`src/design/apid_pkg.sv`:
```
`timescale 1ns / 1ps
// Shared types and constants for the arm position PID regulator.
// Holds the fixed-point widths, the microcode control word and the status fields.
// Used by apid_seq, apid_dp and arm_position_pid_regulator_top; no dependencies.
package apid_pkg;

    localparam int SENSOR_BITS        = 12;
    localparam int GAIN_FRAC_BITS     = 24;
    localparam int INTEGRAL_FRAC_BITS = 8;

    localparam int ERR_W      = SENSOR_BITS + 2;
    localparam int MAG_W      = ERR_W - 1;
    localparam int DER_W      = ERR_W + 1;
    localparam int SHMAG_W    = MAG_W + INTEGRAL_FRAC_BITS;
    localparam int RECIP_SH   = SHMAG_W + 4;
    localparam int RECIP_W    = RECIP_SH - 3;
    localparam int QUO_W      = SHMAG_W - 3;
    localparam int INT_W      = 32;
    localparam int DRV_W      = 8;
    localparam int SCALE_W    = 9;
    localparam int SCALE_FRAC = 8;
    localparam int DEADBAND_W = 8;
    localparam int DRIVE_LIMIT = 127;
    localparam int INTEGRAL_DIVISOR = 10;

    localparam longint unsigned RECIP =
        ((64'd1 << RECIP_SH) + 64'(INTEGRAL_DIVISOR - 1)) / 64'(INTEGRAL_DIVISOR);

    localparam int MUL_A_W = (SHMAG_W + 1 > INT_W + 1) ? SHMAG_W + 1 : INT_W + 1;
    localparam int MUL_B_W = (GAIN_FRAC_BITS + 1 > RECIP_W + 1) ?
                             GAIN_FRAC_BITS + 1 : RECIP_W + 1;
    localparam int P_W     = MUL_A_W + MUL_B_W;
    localparam int ACC_W   = P_W + INTEGRAL_FRAC_BITS + 2;
    localparam int TOT_SH  = GAIN_FRAC_BITS + INTEGRAL_FRAC_BITS;

    localparam int S_TDATA_W  = ((2 * SENSOR_BITS + 7) / 8) * 8;
    localparam int M_TDATA_W  = ((DRV_W + ERR_W + 7) / 8) * 8;
    localparam int CFG_IDX_W  = 4;
    localparam int CFG_DATA_W = (GAIN_FRAC_BITS > SENSOR_BITS) ? GAIN_FRAC_BITS : SENSOR_BITS;
    localparam int STEP_W     = 4;

    localparam logic [CFG_IDX_W-1:0] REG_POSITION_OFFSET     = CFG_IDX_W'(0);
    localparam logic [CFG_IDX_W-1:0] REG_GAIN_PROPORTIONAL   = CFG_IDX_W'(1);
    localparam logic [CFG_IDX_W-1:0] REG_GAIN_INTEGRAL       = CFG_IDX_W'(2);
    localparam logic [CFG_IDX_W-1:0] REG_GAIN_DERIVATIVE     = CFG_IDX_W'(3);
    localparam logic [CFG_IDX_W-1:0] REG_INTEGRAL_DEADBAND   = CFG_IDX_W'(4);
    localparam logic [CFG_IDX_W-1:0] REG_SCALE_MANUAL_DOWN   = CFG_IDX_W'(5);
    localparam logic [CFG_IDX_W-1:0] REG_SCALE_MANUAL_UP     = CFG_IDX_W'(6);
    localparam logic [CFG_IDX_W-1:0] REG_SCALE_PRESET_UP     = CFG_IDX_W'(7);

    typedef logic [STEP_W-1:0] step_t;

    typedef enum logic [2:0] {
        A_MAG, A_ERR, A_INT, A_DER, A_DRV
    } mul_a_t;

    typedef enum logic [2:0] {
        B_RECIP, B_KP, B_KI, B_KD, B_SCALE
    } mul_b_t;

    typedef enum logic [1:0] {
        ACC_NOP, ACC_LOAD_SH, ACC_ADD, ACC_ADD_SH
    } acc_op_t;

    typedef enum logic [1:0] {
        DRV_NOP, DRV_TOTAL, DRV_SCALED
    } drv_op_t;

    typedef enum logic {
        JMP_NONE, JMP_BYPASS
    } jmp_t;

    typedef struct packed {
        mul_a_t  mul_a;
        mul_b_t  mul_b;
        acc_op_t acc_op;
        drv_op_t drv_op;
        logic    int_upd;
        logic    der_upd;
        jmp_t    jmp;
        step_t   target;
        logic    done;
    } ctrl_t;

    typedef struct packed {
        logic bypass;
    } stat_t;

endpackage

```
`src/design/apid_seq.sv`:
```
`timescale 1ns / 1ps
// Microcode sequencer of the arm position PID regulator.
// Holds the program ROM, the step counter and the input and output handshake control.
// Depends on apid_pkg.
module apid_seq (
    input  logic            aclk,
    input  logic            aresetn,
    input  logic            in_valid,
    output logic            in_ready,
    output logic            in_load,
    input  logic            out_free,
    output logic            out_load,
    input  apid_pkg::stat_t stat,
    output apid_pkg::ctrl_t ctrl
);
    import apid_pkg::*;

    localparam step_t ST_RECIP  = STEP_W'(0);
    localparam step_t ST_INTEG  = STEP_W'(1);
    localparam step_t ST_KP     = STEP_W'(2);
    localparam step_t ST_KI     = STEP_W'(3);
    localparam step_t ST_KD     = STEP_W'(4);
    localparam step_t ST_CLAMP  = STEP_W'(5);
    localparam step_t ST_SCALE  = STEP_W'(6);
    localparam step_t ST_RESULT = STEP_W'(7);
    localparam step_t ST_DONE   = STEP_W'(8);

    localparam ctrl_t CTRL_IDLE = '{
        mul_a: A_MAG, mul_b: B_RECIP, acc_op: ACC_NOP, drv_op: DRV_NOP,
        int_upd: 1'b0, der_upd: 1'b0, jmp: JMP_NONE, target: ST_RECIP, done: 1'b0
    };

    function automatic ctrl_t rom(input step_t step);
        ctrl_t cw;
        cw = CTRL_IDLE;
        unique case (step)
            ST_RECIP: begin
                cw.mul_a   = A_MAG;
                cw.mul_b   = B_RECIP;
                cw.der_upd = 1'b1;
            end
            ST_INTEG: begin
                cw.mul_a   = A_ERR;
                cw.mul_b   = B_KP;
                cw.int_upd = 1'b1;
            end
            ST_KP: begin
                cw.mul_a  = A_INT;
                cw.mul_b  = B_KI;
                cw.acc_op = ACC_LOAD_SH;
            end
            ST_KI: begin
                cw.mul_a  = A_DER;
                cw.mul_b  = B_KD;
                cw.acc_op = ACC_ADD;
            end
            ST_KD: begin
                cw.acc_op = ACC_ADD_SH;
            end
            ST_CLAMP: begin
                cw.drv_op = DRV_TOTAL;
                cw.jmp    = JMP_BYPASS;
                cw.target = ST_DONE;
            end
            ST_SCALE: begin
                cw.mul_a = A_DRV;
                cw.mul_b = B_SCALE;
            end
            ST_RESULT: begin
                cw.drv_op = DRV_SCALED;
            end
            ST_DONE: begin
                cw.done = 1'b1;
            end
            default: cw = CTRL_IDLE;
        endcase
        return cw;
    endfunction

    logic  busy_reg, busy_next;
    step_t step_reg, step_next;
    ctrl_t cw;
    logic  taken;

    assign cw       = rom(step_reg);
    assign in_ready = ~busy_reg;
    assign in_load  = in_valid & ~busy_reg;
    assign out_load = busy_reg & cw.done & out_free;
    assign ctrl     = busy_reg ? cw : CTRL_IDLE;
    assign taken    = (cw.jmp == JMP_BYPASS) & stat.bypass;

    always_comb begin
        busy_next = busy_reg;
        step_next = step_reg;
        if (in_load) begin
            busy_next = 1'b1;
            step_next = ST_RECIP;
        end else if (busy_reg) begin
            if (cw.done) begin
                if (out_free) begin
                    busy_next = 1'b0;
                end
            end else if (taken) begin
                step_next = cw.target;
            end else begin
                step_next = step_reg + STEP_W'(1);
            end
        end
    end

    always_ff @(posedge aclk) begin
        if (!aresetn) begin
            busy_reg <= 1'b0;
            step_reg <= ST_RECIP;
        end else begin
            busy_reg <= busy_next;
            step_reg <= step_next;
        end
    end

endmodule

```
`config.mk`:
```
export PLATFORM = sky130hd
export DESIGN_NAME = apid_seq
export DESIGN_NICKNAME = d
export VERILOG_FILES = /design/src/design/apid_pkg.sv /design/src/design/apid_seq.sv
export SDC_FILE = /design/constraint.sdc
export NUM_CORES = 1
export LEC_CHECK = 0
export ABC_CLOCK_PERIOD_IN_PS = 1700
export BUFFER_PORTS_ARGS = -buffer_cell sky130_fd_sc_hd__buf_2
export CORE_MARGIN = 5
export CORE_UTILIZATION = 24
export CTS_BUF_LIST = sky130_fd_sc_hd__clkbuf_8
export CTS_CLUSTER_DIAMETER = 200
export DETAILED_ROUTE_END_ITERATION = 7
export SLEW_MARGIN = 15
export SYNTH_ARGS = -nofsm -noshare
export SYNTH_HDL_FRONTEND = slang
export SYNTH_SLANG_ARGS = --single-unit
```
`constraint.sdc`:
```
create_clock -name aclk -period 1.7 [get_ports aclk]
set_input_delay 0.085 -clock aclk [delete_from_list [all_inputs] [get_ports aclk]]
set_output_delay 0.085 -clock aclk [all_outputs]
set_load 0.03 [all_outputs]
```
* Yosys cells after proc, flatten, opt, wreduce, memory -nomap -nowiden
Index checks and enable logic that the tools add are counted.
Widths: inputs -> output; s select.
** Word-level totals
- Word-level logic and storage cells :: 34
- Register bits :: 5
- Input bits :: 5
** Operators by class
- Add/sub/neg operators :: 1
- Mux-type cells :: 13
- Equal/unequal tests :: 8
- Reductions and logical operators :: 3
- Bitwise logic cells :: 7
** Operators with widths (count)
- $pmux 6 s4 :: 1
- $mux 18 :: 1
- $eq 4x3->1 const B :: 4
- $eq 4x2->1 const B :: 2
- $mux 1 :: 7
- $pmux 2 s3 :: 1
- $mux 5 :: 1
- $add 4x1->4 const B :: 1
- $and 1x1->1 :: 4
- $eq 4x1->1 const B :: 1
- $eq 4x4->1 const B :: 1
- $logic_not 4->1 :: 1
- $mux 4 :: 1
- $pmux 2 s2 :: 1
- $not 1->1 :: 3
- $reduce_and 2->1 :: 1
- $reduce_or 2->1 :: 1

* Longest topological paths before layout
Gate-level depths: netlist of run 1.
- Depth in word-level cells :: 5
- Depth in mapped cells :: 5

* Least setup slack after synthesis of run 1
No wires, ideal clock.
- Path type :: reg-to-output
- Start point :: register busy_reg
- End point :: output ctrl[5] in the netlist's numbering
- Slack :: 259 ps
- Buffers on the path :: 2
- Arrival time :: 1356 ps
- Cell stages (with the launch flop) :: 6
- Path through :: dfxtp_1 buf_6 inv_1 nor2_1 and3_1 buf_4
** RTL lines
- start: declaration :: line apid_seq.sv:80 : logic busy_reg, busy_next;
- start signal: assignment :: line apid_seq.sv:116 : busy_reg <= busy_next;
- end: declaration :: line apid_seq.sv:14 : output apid_pkg::ctrl_t ctrl

* Final worst setup path of run 1
- Start point :: register step_reg[0]
- End point :: output out_load
** Between the ends
- Cells in the longest elaborated chain, start to end :: 4
** RTL lines
- start: declaration :: line apid_seq.sv:81 : step_t step_reg, step_next;
- start signal: assignment :: line apid_seq.sv:117 : step_reg <= step_next;
- $eq 4x4->1 :: line apid_seq.sv:36 : unique case (step)
- $mux 1 :: line apid_seq.sv:36
- $and 1x1->1 (2 in a row) :: line apid_seq.sv:88 : assign out_load = busy_reg & cw.done & out_free;
- end: declaration :: line apid_seq.sv:12 : output logic out_load,
No other way between the ends.

==> flow_summary.yaml, run 1 <==
run_status:
  outcome: "completed"
global_route:
  use_met2_pct: 13.5
  antenna_found_initial: 0
  top_usage_layer: "met2"
  grt_pass1_vias: 403
  use_met3_pct: 2.18
  grt_util_met1_pct: 9.72
  overflow: 0
  grt_max_degree: 14
  grt_pass1_wl_um: 1790
  grt_usage_pct: 8.68
route:
  vias: 458
  drt_first_pass_iters: 4
  drt_iter0_drc: 12
  wire_per_inst_um: 10.6
  final_antenna_net_count: 0
  routed_via_density: 4.28
  drc: 0
  wl_um: 1130
synth:
  synth.largest_area_cell: "dfxtp_1"
  synth_flop_cell: "dfxtp_1"
  syn_inst: 62
  async_flop_share_pct: 0
  synth.area.top_cells: "dfxtp_1, buf_4, ha_1"
  seq_area_frac_synth_pct: 21.1
  ys_warn_count: 0
  synth_edf_count: 0
  ys_ff_latch: 5
  syn_area_um2: 475
  postSynthAreaPerCell_um2: 7.67
  yosysTopAreaCellShare_pct: 21.1
  synth.distinct_cells: 24
power:
  p_sw_share_pct: 27.5
  cellLeakagePower_uw: 0.000302
  power_density_nw_per_um2: 686
  peakVddDrop_mv: 0.289
  clock_power_share_pct: 52.0
  switchingPower_uw: 112
  power.internal_uw: 296
  pwr-share-comb_pct: 16.4
  p_seq_share_pct: 31.6
clock_network:
  ctsResizeCount: 0
  cts_post_setup_buffers_inserted: 0
  htreeDepth: 1
  clock_path_buffers: 2
  hold_buffers: 0
  cts_tree: "built"
  cts_sinks: 5
  clock-root-buffer: "clkbuf_8"
  path_clk_slew_ps: 40
  cts_buffers: 3
  clk-insertion-delay-late_ps: 220
setup_path:
  critPathCaptureType: "primary output"
  setup.worst_path.start_class: "register"
  critPathMaxFanout: 5
  setup.worst_path.start: "step_reg[0]$_SDFFE_PP0P_"
  reg2reg_from: "step_reg[0]$_SDFFE_PP0P_"
  endpoint: "out_load"
  r2r_cells: 5
  setup.worst_path.class: "register to primary output"
  reg2reg_setup_slack_ps: 220
  worstPathRequired_ps: 1620
  reg2reg_to: "step_reg[3]$_SDFFE_PP0P_"
  crit_arrival_ps: 1520
finish:
  ff_latch_area_um2: 100
  area_delta_synth_final_pct: 25.3
  largest_register_ffs: 4
  drive_above_1_share_pct: 35.0
  design_area_um2: 596
  final_nets: 90
  multiInputGateArea_um2: 292
  fin_cells: 107
  final.fill_count: 222
  layout_commonest_cell: "buf_2"
  layout_common_cells: "buf_2, a21oi_1, inv_1, dfxtp_1"
  n_antenna_cell: 0
place:
  gp_congestion: 0.804
  post-place-ws_ps: 210
  place_inst: 103
  port_buffers: 22
  dpl-instance-area_um2: 551
  post-dp-hpwl_um: 900
timing:
  rsz0062_at_grt: "false"
  finalHoldViolations: 0
  fmax_mhz: 625
  period_share_pct: 94.2
  tns_ps: 0
  finalClockSkew_ps: 1.52
  setup_ws_ps: 99.1
  fin_crit_ps: 1600
  slew_viol_final: 0
  setup_viol: 0
hold_path:
  min_path_type: "input port to register"
  hold_path_depth: 3
die:
  io_pins: 26
  design.core.area_um2: 1920
  dieHeight_um: 54.5
  num_rows: 16
  start_util_pct: 24.7
  dieArea_um2: 2970
  die_x_um: 54.5
run:
  maxCapViolations: 0
==> worst min path at each step <==
stage,to,slack [ps],from
final,busy_reg$_SDFF_PN0_,120,aresetn
after global routing,busy_reg$_SDFF_PN0_,150,aresetn
after CTS,busy_reg$_SDFF_PN0_,120,aresetn
after detailed placement,busy_reg$_SDFF_PN0_,350,aresetn
after global placement,busy_reg$_SDFF_PN0_,340,in_valid
after floorplan,busy_reg$_SDFF_PN0_,220,aresetn
==> per-layer routing <==
| metal | routed length, µm | vias to the layer above | share of wire, % |
|---|---|---|---|
| met3 | 130 | 2 | 12 |
| met1 | 457 | 198 | 40 |
| met5 | 0 | - | 0 |
| met2 | 528 | 24 | 47 |
| li1 | - | 234 | - |
| met4 | 14 | 0 | 1.2 |
==> power groups by stage <==
stage	clock network [µW]	logic [µW]	registers, µW
after detailed placement	0	67.1	131
after global routing	229	73.3	131
final	213	66.9	129
after floorplan	0	62.9	126
after global placement	0	66.4	131
after CTS	220	67.3	129
==> cell families after synthesis <==
logic type / after synthesis / synth area share (%)
DFF: 5 / 21.1
xor gates and xnor gates: 1 / 1.84
AOI/OAI and AO/OA: 12 / 13.7
other: 1 / 0.789
adders and majority gates: 4 / 10.5
buffers and inverters: 14 / 19.2
and+or+nand+nor: 25 / 32.9
==> metrics by stage <==
step / util [%] / hold WS (ps) / power [µW]
after floorplan: - / 221 / 189
after global placement: 28.6 / 336 / 197
after detailed placement: 28.6 / 350 / 198
after CTS: 31.0 / 118 / 416
after global routing: 31.0 / 154 / 433
final: 31.0 / 122 / 409
==> cell type report <==
cell class | instances | area share [%]
multi-input cells | 45 | 48.9
clock inverters | 1 | 0.630
clock buffers | 3 | 6.93
well taps | 27 | 5.67
repair buffers | 22 | 18.5
inverters | 4 | 2.52
flip-flops and latches | 5 | 16.8
==> synthesized netlist by cell type, types with 2 or more instances <==
cell type / number
a21oi_1: 7
and2_1: 2
and3_1: 4
buf_4: 8
dfxtp_1: 5
ha_1: 4
inv_1: 4
nand2_1: 2
nand2b_1: 3
nand4_1: 3
nor2_1: 4
o21a_1: 2
o21ai_0: 3
==> critical path, stage by stage, from the launching register on <==
cell and delay, ps:
dfxtp_1 390, inv_1 100, ha_1 240, and3b_4 210, and3_1 190, buf_2 180
(Power assumes the default switching activity.)
==> inputs of run 2 (changes only) <==
--- a/config.mk
+++ b/config.mk
@@ -5,6 +5,7 @@
 export SDC_FILE = /design/constraint.sdc
 export NUM_CORES = 1
 export LEC_CHECK = 0
+export ABC_AREA = 1
 export ABC_CLOCK_PERIOD_IN_PS = 1700
 export BUFFER_PORTS_ARGS = -buffer_cell sky130_fd_sc_hd__buf_2
 export CORE_MARGIN = 5
==> run 2 against run 1 <==
Compared with the run above: sequential power is essentially flat; cell count grew 11%; clock power is essentially flat; hold slack gained 3.5 ps; maximum frequency increased by 4.9%; largest cell class unchanged.
==> flow_summary.yaml, run 2 <==
global_route:
  grt_usage_pct: 8.27
  grt_max_degree: 11
  antenna_found_initial: 0
  grt_pass1_vias: 404
  overflow: 0
  grt_pass1_wl_um: 1680
timing:
  finalHoldViolations: 0
  fmax_mhz: 655
  finalClockSkew_ps: 0.903
  period_share_pct: 89.8
  setup_viol: 0
  rsz0062_at_grt: "false"
  tns_ps: 0
  slew_viol_final: 0
  fin_crit_ps: 1530
setup_path:
  cp_cell_sequence: "inv_1, ha_1, nand2_1, nor2_1, and3_1, buf_2"
  reg2reg_from: "step_reg[0]$_SDFFE_PP0P_"
  critical_path.slowest_cell: "dfxtp_1"
  slowest_delay_ps: 390
  crit_arrival_ps: 1440
  reg2reg_setup_slack_ps: 390
  critPathTopFamily: "flip-flops"
  setup.worst_path.class: "register to primary output"
  worstPathRequired_ps: 1620
  setup.worst_path.start: "step_reg[0]$_SDFFE_PP0P_"
  critPathCaptureType: "primary output"
  crit_buf_inv: 2
  critPathMaxFanout: 5
  setup.worst_path.start_class: "register"
die:
  dieHeight_um: 54.6
  num_rows: 16
  die_x_um: 54.6
  io_pins: 26
  dieArea_um2: 2980
  start_util_pct: 24.8
  design.core.area_um2: 1920
route:
  routed_via_density: 4.13
  drt_first_pass_iters: 4
  wire_per_inst_um: 9.39
  final_antenna_net_count: 0
  drt_iter0_drc: 5
  wl_um: 1120
  drc: 0
  vias: 492
synth:
  async_flop_share_pct: 0
  synth_flop_cell: "dfxtp_1"
  syn_area_um2: 477
  muxShareOfSynthArea_pct: 0
  synth.area.top_cells: "dfxtp_1, buf_4, inv_1"
  synth_compound_area_share_pct: 12.6
  ys_ff_latch: 5
  syn_inst: 73
  synth.distinct_cells: 20
  ys_warn_count: 0
  synth_fa_ha_area_share_pct: 10.5
  yosysMostFrequentCell: "inv_1"
  yosysTopAreaCellShare_pct: 21.0
  ys_top_cells_by_count: "inv_1, buf_4, nor2_1"
  synth_edf_count: 0
  synth_simple_gate_area_share_pct: 29.1
  postSynthAreaPerCell_um2: 6.53
  synth-xor-area-share_pct: 0
  seq_area_frac_synth_pct: 21.0
  synth_top_family_by_area: "simple AND/OR/NAND/NOR gates"
  synth.largest_area_cell: "dfxtp_1"
finish:
  layout_common_cells: "buf_2, inv_1, nor2_1, nand2_1"
  post-route-util_pct: 32.0
  final.fill_count: 222
  n_antenna_cell: 0
  drive_above_1_share_pct: 35.9
  final_nets: 102
  fin_cells: 119
  area_delta_synth_final_pct: 29.1
  layout_commonest_cell: "buf_2"
  largest_register_ffs: 4
place:
  gp_congestion: 0.789
  port_buffers: 22
  place_inst: 115
  post-dp-hpwl_um: 923
clock_network:
  cts_post_setup_buffers_inserted: 0
  clock_path_buffers: 2
  htreeDepth: 1
  cts_sinks: 5
  clk-insertion-delay-late_ps: 220
  path_clk_slew_ps: 30
  ctsResizeCount: 0
  hold_buffers: 0
  cts_buffers: 3
  clock-root-buffer: "clkbuf_8"
  cts_tree: "built"
hold_path:
  worstHoldStart: "aresetn"
  min_path_type: "input port to register"
power:
  peakVddDrop_mv: 0.298
  cellLeakagePower_uw: 0.000333
  p_total_uw: 413
  power_density_nw_per_um2: 671
run_status:
  outcome: "completed"
run:
  maxCapViolations: 0
[run 2: path summary, 6_finish.rpt]
path                                    to  cells after the start
setup / recovery                  out_load                      6
hold / removal         busy_reg$_SDFF_PN0_                      3
setup reg to reg  step_reg[3]$_SDFFE_PP0P_                      7
hold reg to reg   step_reg[1]$_SDFFE_PP0P_                      2
[run 2: layout make-up]
cell class,instances,area [µm²],share of cell area [%]
inverters,15,56.3,9.15
well taps,27,33.8,5.49
clock inverters,1,3.75,0.610
repair buffers,22,110,17.9
flip-flops and latches,5,100,16.3
clock buffers,3,41.3,6.71
multi-input cells,46,270,43.9
[run 2: tightest hold or removal path, cell delays in order]
cell	delay, ps
buf_2	100
o21ai_0	60
nor2_1	50
[run 2: stage by stage]
step	instance area, µm²	hold WS (ps)	setup WS (ps)
4_1_cts	616	125	166
5_1_grt	616	149	15.2
3_3_place_gp	571	352	446
3_5_place_dp	571	355	406
6_report	616	126	174
2_1_floorplan	494	227	158
[run 2: per-layer routing]
metal / up-vias / global-route usage, % / wire length (µm)
met5: - / 0 / 0
met4: 0 / 8.71 / 31
met3: 4 / 1.63 / 123
met2: 24 / 12.4 / 449
met1: 209 / 9.37 / 513
li1: 255 / - / -
[run 2: cell families after synthesis]
kind of cell,after synthesis
DFF,5
buffers and inverters,24
AOI/OAI and AO/OA,11
and+or+nand+nor,28
other,1
adders and majority gates,4
[run 2: power breakdown]
group	internal, µW	leakage (µW)	switching, µW
sequential	122	0.0000408	7.39
clock	155	0.0000269	55.8
combinational	19.6	0.000266	53.8
